<file path="src/keyed_event_time_window_assert.svh">
// assertion macros shared by the keyed event time window rtl
`ifndef KEYED_EVENT_TIME_WINDOW_ASSERT_SVH
`define KEYED_EVENT_TIME_WINDOW_ASSERT_SVH

// condition must hold in the same cycle as the trigger
`define KEWT_ASSERT_NOW(label, clk, rst, ante, cons) \
  label: assert property (@(posedge clk) disable iff (rst) (ante) |-> (cons)) \
    else $error("keyed_event_time_window: same-cycle check failed");

// condition must hold in the cycle after the trigger
`define KEWT_ASSERT_NEXT(label, clk, rst, ante, cons) \
  label: assert property (@(posedge clk) disable iff (rst) (ante) |=> (cons)) \
    else $error("keyed_event_time_window: next-cycle check failed");

`endif

</file>
<file path="src/kewt_ram.sv">
// generic single write port ram with registered read
`default_nettype none

module kewt_ram #(
  parameter int WIDTH = 8,
  parameter int DEPTH = 16
) (
  input  wire logic                                   clk,
  input  wire logic                                   we,
  input  wire logic [((DEPTH > 1) ? $clog2(DEPTH) : 1)-1:0] waddr,
  input  wire logic [WIDTH-1:0]                       wdata,
  input  wire logic [((DEPTH > 1) ? $clog2(DEPTH) : 1)-1:0] raddr,
  output logic [WIDTH-1:0]                            rdata
);

  logic [WIDTH-1:0] mem [DEPTH];

  always_ff @(posedge clk) begin
    if (we) begin
      mem[waddr] <= wdata;
    end
    rdata <= mem[raddr];
  end

endmodule

`default_nettype wire

</file>
<file path="config.mk">
export PLATFORM = sky130hd
export DESIGN_NAME = kewt_ram
export DESIGN_NICKNAME = d
export VERILOG_FILES = /design/src/keyed_event_time_window_assert.svh /design/src/kewt_ram.sv
export SDC_FILE = /design/constraint.sdc
export NUM_CORES = 1
export LEC_CHECK = 0
export BUFFER_PORTS_ARGS = -buffer_cell sky130_fd_sc_hd__buf_2
export CORE_MARGIN = 3
export CORE_UTILIZATION = 65
export CTS_CLUSTER_DIAMETER = 150
export CTS_CLUSTER_SIZE = 24
export DETAILED_ROUTE_END_ITERATION = 10
export PLACE_DENSITY = 0.82
export SYNTH_ARGS = -nofsm -noshare
export SYNTH_HDL_FRONTEND = slang
export SYNTH_SLANG_ARGS = --single-unit
</file>
<file path="constraint.sdc">
create_clock -name clk -period 2.5 [get_ports clk]
set_input_delay 0.125 -clock clk [delete_from_list [all_inputs] [get_ports clk]]
set_output_delay 0.125 -clock clk [all_outputs]
set_load 0.02 [all_outputs]
</file>
==> results.json <==
{
  "status": "completed",
  "clk_path_buf_depth": 2,
  "p_seq_frac": 0.477,
  "syn2layout_area_growth_pct": 18.7,
  "numClockSinks": 136,
  "cp_data_required_time_ps": 2890,
  "cts.htree.levels": 4,
  "die_h_um": 95.0,
  "worst_setup_slack_final_ps": 1060,
  "hold_buf_cts": 8,
  "dp_cells": 356,
  "synth_edf_count": 128,
  "hold_slack_ps": 43.9,
  "grtUsageTotal": 0.254,
  "diodes": 0,
  "drv.max_cap_violation_count": 0,
  "cellInternalPower_mw": 4.33,
  "ir_drop_worst_vdd_uv": 758,
  "yosysSeqAreaShare": 0.778,
  "worstMarginPinSlew_ps": 879,
  "yosys.cell_types.count": 19,
  "timing.final.hold_violations": 0,
  "hold_path.startpoint": "waddr[0]",
  "post_layout_instance_area_um2": 6110,
  "grt_overflow_total": 0,
  "synthDominantCellAreaShare": 0.747,
  "ant_nets": 0,
  "largest_cells_by_area_after_synthesis": "sky130_fd_sc_hd__edfxtp_1 75%, sky130_fd_sc_hd__mux4_2 7.9%, sky130_fd_sc_hd__mux4_1 7.1%",
  "tns_ps": 0,
  "dp_hpwl_mm": 5.96,
  "gate_count_of_the_mapped_netlist": 229,
  "avgSynthCellArea_um2": 22.5,
  "first_global_vias": 2684,
  "finalCoreUtilization": 0.820,
  "ff2ff_path_depth": 3,
  "route.detailed.drc": 0,
  "drt_pre_antenna_iters": 4,
  "critPathArrivalTime_ps": 1830,
  "synth.net_count": 247,
  "yosys_warnings": 0,
  "fin_crit_sh": 0.575,
  "power_density_nw_per_um2": 881,
  "min_path_cells": 2,
  "grt_setup_unrepaired": "no",
  "floorplan.die_area_um2": 9020,
  "floorplan.io_pins": 26,
  "vias": 2475,
  "tritoncts.num_buffers": 17,
  "period_needed_ps": 1440,
  "grt_antenna_before_repair": 0,
  "report.power.total_mw": 5.38,
  "clockPowerShare": 0.476,
  "placeableCoreArea_um2": 7450,
  "grt_first_pass_wirelength_mm": 15.3,
  "critPathLaunch": "mem[1][2]",
  "insertion_delay_ps": 520,
  "tritoncts": "done",
  "combPwrFrac": 0.047,
  "timing.rr.end": "rdata[2]",
  "numPortBuffers": 25,
  "slew_headroom": 0.412,
  "worstHoldPathType": "in -> reg",
  "drive_gt1_frac": 0.293,
  "wire_per_inst_um": 24.9,
  "detailedRoute.firstIterationViolations": 221,
  "ys_flop_type": "sky130_fd_sc_hd__edfxtp_1",
  "swShare": 0.195,
  "row_count": 31,
  "yosys.area.top_type": "sky130_fd_sc_hd__edfxtp_1",
  "total_of_cells_resized_after_clock_tree_synthesis": 0,
  "post_layout_nonfiller_instances": 396,
  "n_fill_cell": 361,
  "end_point_of_the_worst_hold_path": "mem[8][2]",
  "grt_max_degree": 26,
  "cts_post_setup_buffers_inserted": 0,
  "p_sw_mw": 1.05,
  "fin_nets": 302,
  "path_max_fanout": 1,
  "gp_routability_congestion": 0.724,
  "postSynth.asyncResetShare": 0,
  "library_cell_with_the_highest_instance_count_after_synthesis": "sky130_fd_sc_hd__edfxtp_1",
  "finalSetupViolCount": 0,
  "critical_path.startpoint_type": "flip-flop",
  "postPlaceCellArea_um2": 5410,
  "finalClockSkew_ps": 11.1,
  "synth.ff_latch_count": 136,
  "area_of_the_multi_input_gates_um2": 1060,
  "total_standard_cell_area_after_synthesis_um2": 5150,
  "die_x_um": 95.0,
  "start_util": 0.691,
  "vias_per_instance": 6.25,
  "clock.fmax_mhz": 695,
  "worst_setup_hold_path_clk_slew_ps": 60,
  "report.final.slew_viol_count": 0,
  "r2r_start": "mem[1][2]",
  "regArea_um2": 4000,
  "reg2reg_setup_slack_ps": 1060,
  "criticalPathCategory": "reg -> reg",
  "dp_worst_setup_slack_ps": 589,
  "worstSetupEndpointType": "flip-flop",
  "synth_commonest_cells": "128 x sky130_fd_sc_hd__edfxtp_1, 18 x sky130_fd_sc_hd__mux4_2, 16 x sky130_fd_sc_hd__a22oi_1",
  "total_leakage_power_nw": 2.09,
  "routed_wirelength_mm": 9.87,
  "clock_root_buffer": "sky130_fd_sc_hd__clkbuf_8"
}
[logic make-up after synthesis]
group,synth area share
compound gates,0.0233
buf+inv,0.0168
mux,0.150
simple gates,0.0318
flops,0.778
[flip-flops by register name, summed over array words and instances, names as in the netlist]
name	cells
mem	128
rdata	8
[cells in the final DEF, fill, tap and decap left out]
master                            n
sky130_fd_sc_hd__nor2_1          13
sky130_fd_sc_hd__inv_6            1
sky130_fd_sc_hd__and2_1           1
sky130_fd_sc_hd__clkbuf_8         3
sky130_fd_sc_hd__nor2b_1          1
sky130_fd_sc_hd__clkinv_4         2
sky130_fd_sc_hd__nand3_1          1
sky130_fd_sc_hd__buf_4           13
sky130_fd_sc_hd__and2b_1          1
sky130_fd_sc_hd__clkinvlp_4       2
sky130_fd_sc_hd__nand2b_1         2
sky130_fd_sc_hd__a22oi_1         16
sky130_fd_sc_hd__nand2_1          9
sky130_fd_sc_hd__bufinv_16        4
sky130_fd_sc_hd__mux4_2          18
sky130_fd_sc_hd__dfxtp_1          8
sky130_fd_sc_hd__clkbuf_1         2
sky130_fd_sc_hd__edfxtp_1       128
sky130_fd_sc_hd__clkbuf_16       16
sky130_fd_sc_hd__nand3b_1         2
sky130_fd_sc_hd__or3b_2           1
sky130_fd_sc_hd__nor3_1           4
sky130_fd_sc_hd__dlygate4sd3_1    8
sky130_fd_sc_hd__mux4_1          14
sky130_fd_sc_hd__buf_2           25
sky130_fd_sc_hd__clkinv_2         2
[final cells by class]
cell class	count	share of cell area
clock inverters	11	0.0281
repair buffers	46	0.0496
flip-flops and latches	136	0.655
multi-input cells	83	0.173
well taps	99	0.0203
clock buffers	21	0.0735
[how the worst max path moves through the flow]
stage,slack (ps),endpoint,cells past startpoint
after floorplan,880,mem[0][0],2
after detailed placement,590,rdata[7],5
final,1060,rdata[2],3
after global placement,610,rdata[7],5
after CTS,1080,rdata[2],3
after global routing,1010,rdata[2],3
[metal layers]
layer / vias up / routed length (um) / global-route usage
li1: 1084 / - / -
met1: 1231 / 3680 / 0.347
met2: 148 / 5080 / 0.388
met3: 12 / 993 / 0.0821
met4: 0 / 121 / 0.101
met5: - / 0 / 0
[power by group through the flow]
| stage | logic (mW) | clock network (mW) | registers, mW |
|---|---|---|---|
| floorplan | 0.129 | 0 | 2.63 |
| global placement | 0.232 | 0 | 2.61 |
| detailed placement | 0.241 | 0 | 2.61 |
| CTS | 0.254 | 2.60 | 2.57 |
| global route | 0.271 | 2.70 | 2.57 |
| finish | 0.251 | 2.56 | 2.57 |
[worst max-delay path, cell delays in order, from the launching register on]
cell	delay, ps
sky130_fd_sc_hd__edfxtp_1	350
sky130_fd_sc_hd__mux4_1	520
sky130_fd_sc_hd__a22oi_1	330
sky130_fd_sc_hd__nand2_1	120
No activity file was read; power rests on OpenSTA's default activity.
