**src/keyed_event_time_window_assert.svh**
```systemverilog
// assertion macros shared by the keyed event time window rtl
`ifndef KEYED_EVENT_TIME_WINDOW_ASSERT_SVH
`define KEYED_EVENT_TIME_WINDOW_ASSERT_SVH

// condition must hold in the same cycle as the trigger
`define KEWT_ASSERT_NOW(label, clk, rst, ante, cons) \
  label: assert property (@(posedge clk) disable iff (rst) (ante) |-> (cons)) \
    else $error("keyed_event_time_window: same-cycle check failed");

// condition must hold in the cycle after the trigger
`define KEWT_ASSERT_NEXT(label, clk, rst, ante, cons) \
  label: assert property (@(posedge clk) disable iff (rst) (ante) |=> (cons)) \
    else $error("keyed_event_time_window: next-cycle check failed");

`endif

```
**src/kewt_pkg.sv**
```systemverilog
// shared types and constants of the keyed event time window
`default_nettype none

package kewt_pkg;

  localparam int KEY_COUNT_DEF    = 16;
  localparam int WINDOW_DEPTH_DEF = 64;

  localparam int KEY_W       = 4;
  localparam int STAMP_W     = 63;
  localparam int PRICE_W     = 32;
  localparam int STATUS_W    = 2;
  localparam int COUNT_W     = 7;
  localparam int SUM_W       = 38;
  localparam int MEAN_W      = 32;
  localparam int DELAY_W     = 32;
  localparam int LIMIT_W     = 7;
  localparam int CFG_INDEX_W = 1;
  localparam int CFG_DATA_W  = 32;

  localparam logic [DELAY_W-1:0] DELAY_RESET = 32'd1000000;
  localparam logic [LIMIT_W-1:0] LIMIT_RESET = 7'd64;

  // action codes
  localparam logic ACT_INGEST = 1'b0;
  localparam logic ACT_QUERY  = 1'b1;

  // configuration register indexes
  localparam logic [CFG_INDEX_W-1:0] CFG_DELAY = 1'b0;
  localparam logic [CFG_INDEX_W-1:0] CFG_LIMIT = 1'b1;

  typedef enum logic [STATUS_W-1:0] {
    ST_OK      = 2'd0,
    ST_LATE    = 2'd1,
    ST_UNKNOWN = 2'd2,
    ST_NODATA  = 2'd3
  } status_t;

  // one stored sample
  typedef struct packed {
    logic [STAMP_W-1:0] ts;
    logic [PRICE_W-1:0] price;
    logic               priced;
  } entry_t;

  localparam int ENTRY_W = $bits(entry_t);

  typedef struct packed {
    logic busy;
    logic done;
  } div_stat_t;

endpackage

`default_nettype wire

```
**src/kewt_div.sv**
```systemverilog
// iterative signed by unsigned divider, one quotient bit per cycle
`default_nettype none

module kewt_div (
  input  wire logic                              clk,
  input  wire logic                              rst,
  input  wire logic                              start,
  input  wire logic signed [kewt_pkg::SUM_W-1:0] dividend,
  input  wire logic [kewt_pkg::COUNT_W-1:0]      divisor,
  output logic signed [kewt_pkg::MEAN_W-1:0]     quotient,
  output kewt_pkg::div_stat_t                    stat
);

  localparam int SW = kewt_pkg::SUM_W;
  localparam int CW = kewt_pkg::COUNT_W;
  localparam int NW = $clog2(SW + 1);

  logic [SW-1:0] mag;
  logic [CW-1:0] rem;
  logic [CW-1:0] dvs;
  logic          neg;
  logic [NW-1:0] step;
  logic          busy;
  logic          done;
  logic [CW:0]   trial;
  logic          qbit;
  logic [SW-1:0] q_full;

  // shift in the next dividend bit and try the subtract
  assign trial  = {rem, mag[SW-1]};
  assign qbit   = (trial >= {1'b0, dvs});
  assign q_full = neg ? (SW'(0) - mag) : mag;
  assign quotient = signed'(q_full[kewt_pkg::MEAN_W-1:0]);
  assign stat.busy = busy;
  assign stat.done = done;

  always_ff @(posedge clk) begin
    if (rst) begin
      busy <= 1'b0;
      done <= 1'b0;
    end else begin
      done <= 1'b0;
      if (start) begin
        neg  <= dividend[SW-1];
        mag  <= dividend[SW-1] ? (SW'(0) - SW'(dividend)) : SW'(dividend);
        dvs  <= divisor;
        rem  <= '0;
        step <= NW'(SW);
        busy <= 1'b1;
      end else if (busy) begin
        rem  <= qbit ? CW'(trial - {1'b0, dvs}) : CW'(trial);
        mag  <= {mag[SW-2:0], qbit};
        step <= step - 1'b1;
        if (step == NW'(1)) begin
          busy <= 1'b0;
          done <= 1'b1;
        end
      end
    end
  end

endmodule

`default_nettype wire

```
**config.mk**
```make
export PLATFORM = sky130hd
export DESIGN_NAME = kewt_div
export DESIGN_NICKNAME = d
export VERILOG_FILES = /design/src/keyed_event_time_window_assert.svh /design/src/kewt_pkg.sv /design/src/kewt_div.sv
export SDC_FILE = /design/constraint.sdc
export NUM_CORES = 1
export LEC_CHECK = 0
export BUFFER_PORTS_ARGS = -buffer_cell sky130_fd_sc_hd__buf_2
export CORE_MARGIN = 5
export CORE_UTILIZATION = 55
export CTS_CLUSTER_SIZE = 30
export DETAILED_ROUTE_END_ITERATION = 8
export GPL_ROUTABILITY_DRIVEN = 0
export PLACE_DENSITY = 0.82
export SLEW_MARGIN = 5
export SYNTH_ARGS = -nofsm -noshare
export SYNTH_HDL_FRONTEND = slang
export SYNTH_SLANG_ARGS = --single-unit
```
**constraint.sdc**
```tcl
create_clock -name clk -period 8.4 [get_ports clk]
set_input_delay 0 -clock clk [delete_from_list [all_inputs] [get_ports clk]]
set_output_delay 0 -clock clk [all_outputs]
set_load 0.03 [all_outputs]
```
==> summary.txt <==
Clocking
  • Maximum level of the CTS H-tree: 3
  • Number of CTS-inserted buffers: 9
  • Buffer depth of the longest clock path: 2
  • Cell at the root of the clock tree: sky130_fd_sc_hd__clkbuf_8
  • Clk_lat worst skew: 0.34 ns
  • Post-CTS resize count: 0
  • Clock input transition at the sequential cells of the worst setup and hold paths: 0.08 ns
  • Total clock sinks: 61
  • TritonCTS clock tree: built

Detailed routing
  • Post-DR wirelength/cell: 17.2 um
  • Detailed-route wire length: 11200 um
  • Via density per instance: 5.97
  • Iter 0 DRT Violations: 326
  • DRC Markers: 0
  • Detail Route Antenna Nets: 0
  • First drt pass iteration count: 5
  • Routed via count: 3913

Setup path
  • Kind of end point of the critical path: output pin
  • Category of the worst setup path launch point: flop
  • Max Fanout on Critical Path: 4
  • Cells along the critical path: or4_1, nor4_1, nand4_1, o41ai_1, xnor2_1, buf_2
  • Largest incremental delay on the critical path: 0.61 ns
  • Launch instance of the worst register-to-register path: rem[1]
  • Dominant delay contributor by cell family on the critical path: simple AND/OR/NAND/NOR gates
  • Kind of critical path: flop to output pin
  • Standard cell with the maximum stage delay on the critical path: sky130_fd_sc_hd__or4_1
  • Critical Path End: quotient[31]
  • Reg2Reg Capture Point: rem[0]
  • Setup slack of the most critical reg-to-reg path: 5.98 ns
  • Worst endpoint data arrival time: 2.98 ns
  • Beginning of the critical path: mag[5]
  • Buffer and inverter count on the worst path: 1
  • Cell count of the worst reg-to-reg path: 6
  • Path length in cells of the critical path: 6
  • Critical path data required time: 8.40 ns

STA
  • Tcrit/Tclk final: 35.4%
  • Final setup fails: 0
  • Transition time at the pin with the least slew margin: 0.976 ns
  • Highest Clock Rate: 336 MHz
  • Hold Violations, Final: 0
  • Relative max-transition margin: 34.9%
  • RSZ-0062 raised after global routing: no
  • Worst setup margin: 5.42 ns
  • Largest clock skew in the final design: 0.00866 ns
  • Post-Route Setup TNS: 0 ns
  • Final period demand of the worst path: 2.98 ns
  • Count of pins over their slew limit: 0

Synth
  • Count of unique library cells instantiated by Yosys: 49
  • Main synth FF type: sky130_fd_sc_hd__edfxtp_1
  • Number of enable-type register cells in the synthesized netlist: 59
  • Sequential area share after synthesis: 40.7%
  • Net Count, Synth: 530
  • Area share of the largest cell type after synthesis: 39.8%
  • Most area-consuming cells after synthesis: sky130_fd_sc_hd__edfxtp_1 (40%), sky130_fd_sc_hd__xnor2_1 (6.9%), sky130_fd_sc_hd__xor2_1 (5.9%)
  • Synth Register Bits: 61
  • Most common library cells after synthesis: sky130_fd_sc_hd__edfxtp_1 (59), sky130_fd_sc_hd__nor2_1 (50), sky130_fd_sc_hd__a21oi_1 (41)
  • Synth Cell Area: 4450 um2
  • Share of async-settable or async-resettable flops after synthesis: 0%
  • Synth Area per Inst: 9.46 um2
  • Cell type contributing the most total cell area after synthesis: sky130_fd_sc_hd__edfxtp_1
  • Count of synthesis-stage warnings from yosys: 0
  • Dominant cell by count in the synthesized netlist: sky130_fd_sc_hd__edfxtp_1
  • Post-Synthesis Cells: 470

Global routing
  • Vias in the first global route: 3856
  • First-pass GRT wire length: 18500 um
  • Initial antenna violation count: 0
  • GRT Resource Usage Total: 22.8%
  • Maximum number of pins on one net before global-route repair: 89
  • Global route total overflow: 0

Die
  • Total Die Area: 9990 um2
  • Placeable Area: 7810 um2
  • Top-level I/O count: 82
  • Die width: 99.9 um
  • Std-Cell Rows: 32
  • Initial standard-cell utilization of the core: 57.0%
  • Chip Height: 99.9 um

Run status
  • Outcome: finished clean

Power and ir drop
  • IR Drop Worst-Case VDD: 0.0809 mV
  • Static power due to leakage: 1.93 nW
  • Overall power after layout: 882 uW
  • Power density over cell area: 171 nW/um2

Hold path
  • Classification of the worst-slack hold path: input port to flop
  • Min-Delay Path Depth: 2

Placed design
  • Setup slack at placement: 5.87 ns
  • Placed cell count: 631
  • Post-DP HPWL: 7790 um
  • Number of buffer cells added on primary ports: 81

Cells and area
  • Area overhead of the layout relative to synthesis: 16.1%
  • Number of nets in the layout: 608
  • Core occupancy in the finished layout: 66.2%
  • Ratio of cells with drive above 1 in the final layout: 21.2%
  • Number of diodes added for antenna fixing: 0
  • Final Instance Count excl. Fillers: 655

Flow run
  • Max-cap violations: 0
-- metrics by stage --
stage | hold WS (ns) | cell area (um2)
floorplan | 0.0780 | 4450
CTS | 0.00461 | 5160
finish | 0.0206 | 5160
global placement | 0.179 | 4890
global route | 0.0223 | 5160
detailed placement | 0.180 | 4890
-- registers in the layout, summed over array words and instances (netlist names) --
name  count
rem       7
step      6
mag      38
busy      1
dvs       7
done      1
neg       1
-- report_power, final --
group	leakage (nW)	internal, mW	switching (mW)
logic	1.25	0.0841	0.142
clock network	0.104	0.138	0.131
registers	0.572	0.363	0.0229
total	1.93	0.586	0.296
-- cells by family after synthesis --
| logic type | after synthesis | synth area share, % |
|---|---|---|
| adders and majority gates | 12 | 3.54 |
| buffers and inverters | 46 | 4.50 |
| muxes | 2 | 0.450 |
| AOI/OAI and AO/OA | 132 | 19.9 |
| xor gates and xnor gates | 65 | 12.8 |
| and+or+nand+nor | 152 | 18.1 |
| DFF | 61 | 40.7 |
-- metal layers --
layer | routed length [um] | up-vias | track usage (%)
li1 | - | 1907 | -
met1 | 4650 | 1800 | 30.2
met2 | 5570 | 187 | 38.6
met3 | 855 | 19 | 2.64
met4 | 176 | 0 | 8.19
met5 | 0 | - | 0
-- worst min-delay path by stage --
| stage | start | end |
|---|---|---|
| after floorplan | rst | busy |
| after global placement | divisor[2] | dvs[2] |
| after detailed placement | divisor[2] | dvs[2] |
| after CTS | dividend[36] | mag[37] |
| after global routing | dividend[36] | mag[37] |
| final | dividend[36] | mag[37] |
-- what timing repair did --
item | 4_1_cts | 5_1_grt
buffers inserted | 0 | 0
hold buffers | 8 | 0
hold endpoints to repair | 8 | 0
-- cells in the final DEF (no fill, tap or decap), types with 5 or more instances in the layout --
cell / instances
sky130_fd_sc_hd__buf_2: 81
sky130_fd_sc_hd__edfxtp_1: 59
sky130_fd_sc_hd__nor2_1: 49
sky130_fd_sc_hd__a21oi_1: 41
sky130_fd_sc_hd__o21ai_0: 35
sky130_fd_sc_hd__xnor2_1: 35
sky130_fd_sc_hd__xor2_1: 30
sky130_fd_sc_hd__nand2_1: 25
sky130_fd_sc_hd__inv_1: 22
sky130_fd_sc_hd__o31ai_1: 19
sky130_fd_sc_hd__nor3_1: 13
sky130_fd_sc_hd__or3_1: 13
sky130_fd_sc_hd__nand3_1: 12
sky130_fd_sc_hd__ha_1: 11
sky130_fd_sc_hd__o41ai_1: 9
sky130_fd_sc_hd__clkbuf_8: 9
sky130_fd_sc_hd__dlygate4sd3_1: 8
sky130_fd_sc_hd__or4_1: 6
sky130_fd_sc_hd__nor4_1: 5
sky130_fd_sc_hd__o41ai_2: 5
sky130_fd_sc_hd__nand4_1: 5
-- layout make-up --
| cell class | instances | area (um2) |
|---|---|---|
| multi-input cells | 363 | 2440 |
| clock buffers | 9 | 124 |
| fillers | 630 | 2640 |
| well taps | 102 | 128 |
| inverters | 22 | 82.6 |
| clock inverters | 7 | 75.1 |
| repair buffers | 91 | 500 |
| flip-flops and latches | 61 | 1810 |
Note: power is estimated with default switching activity, not from simulation.
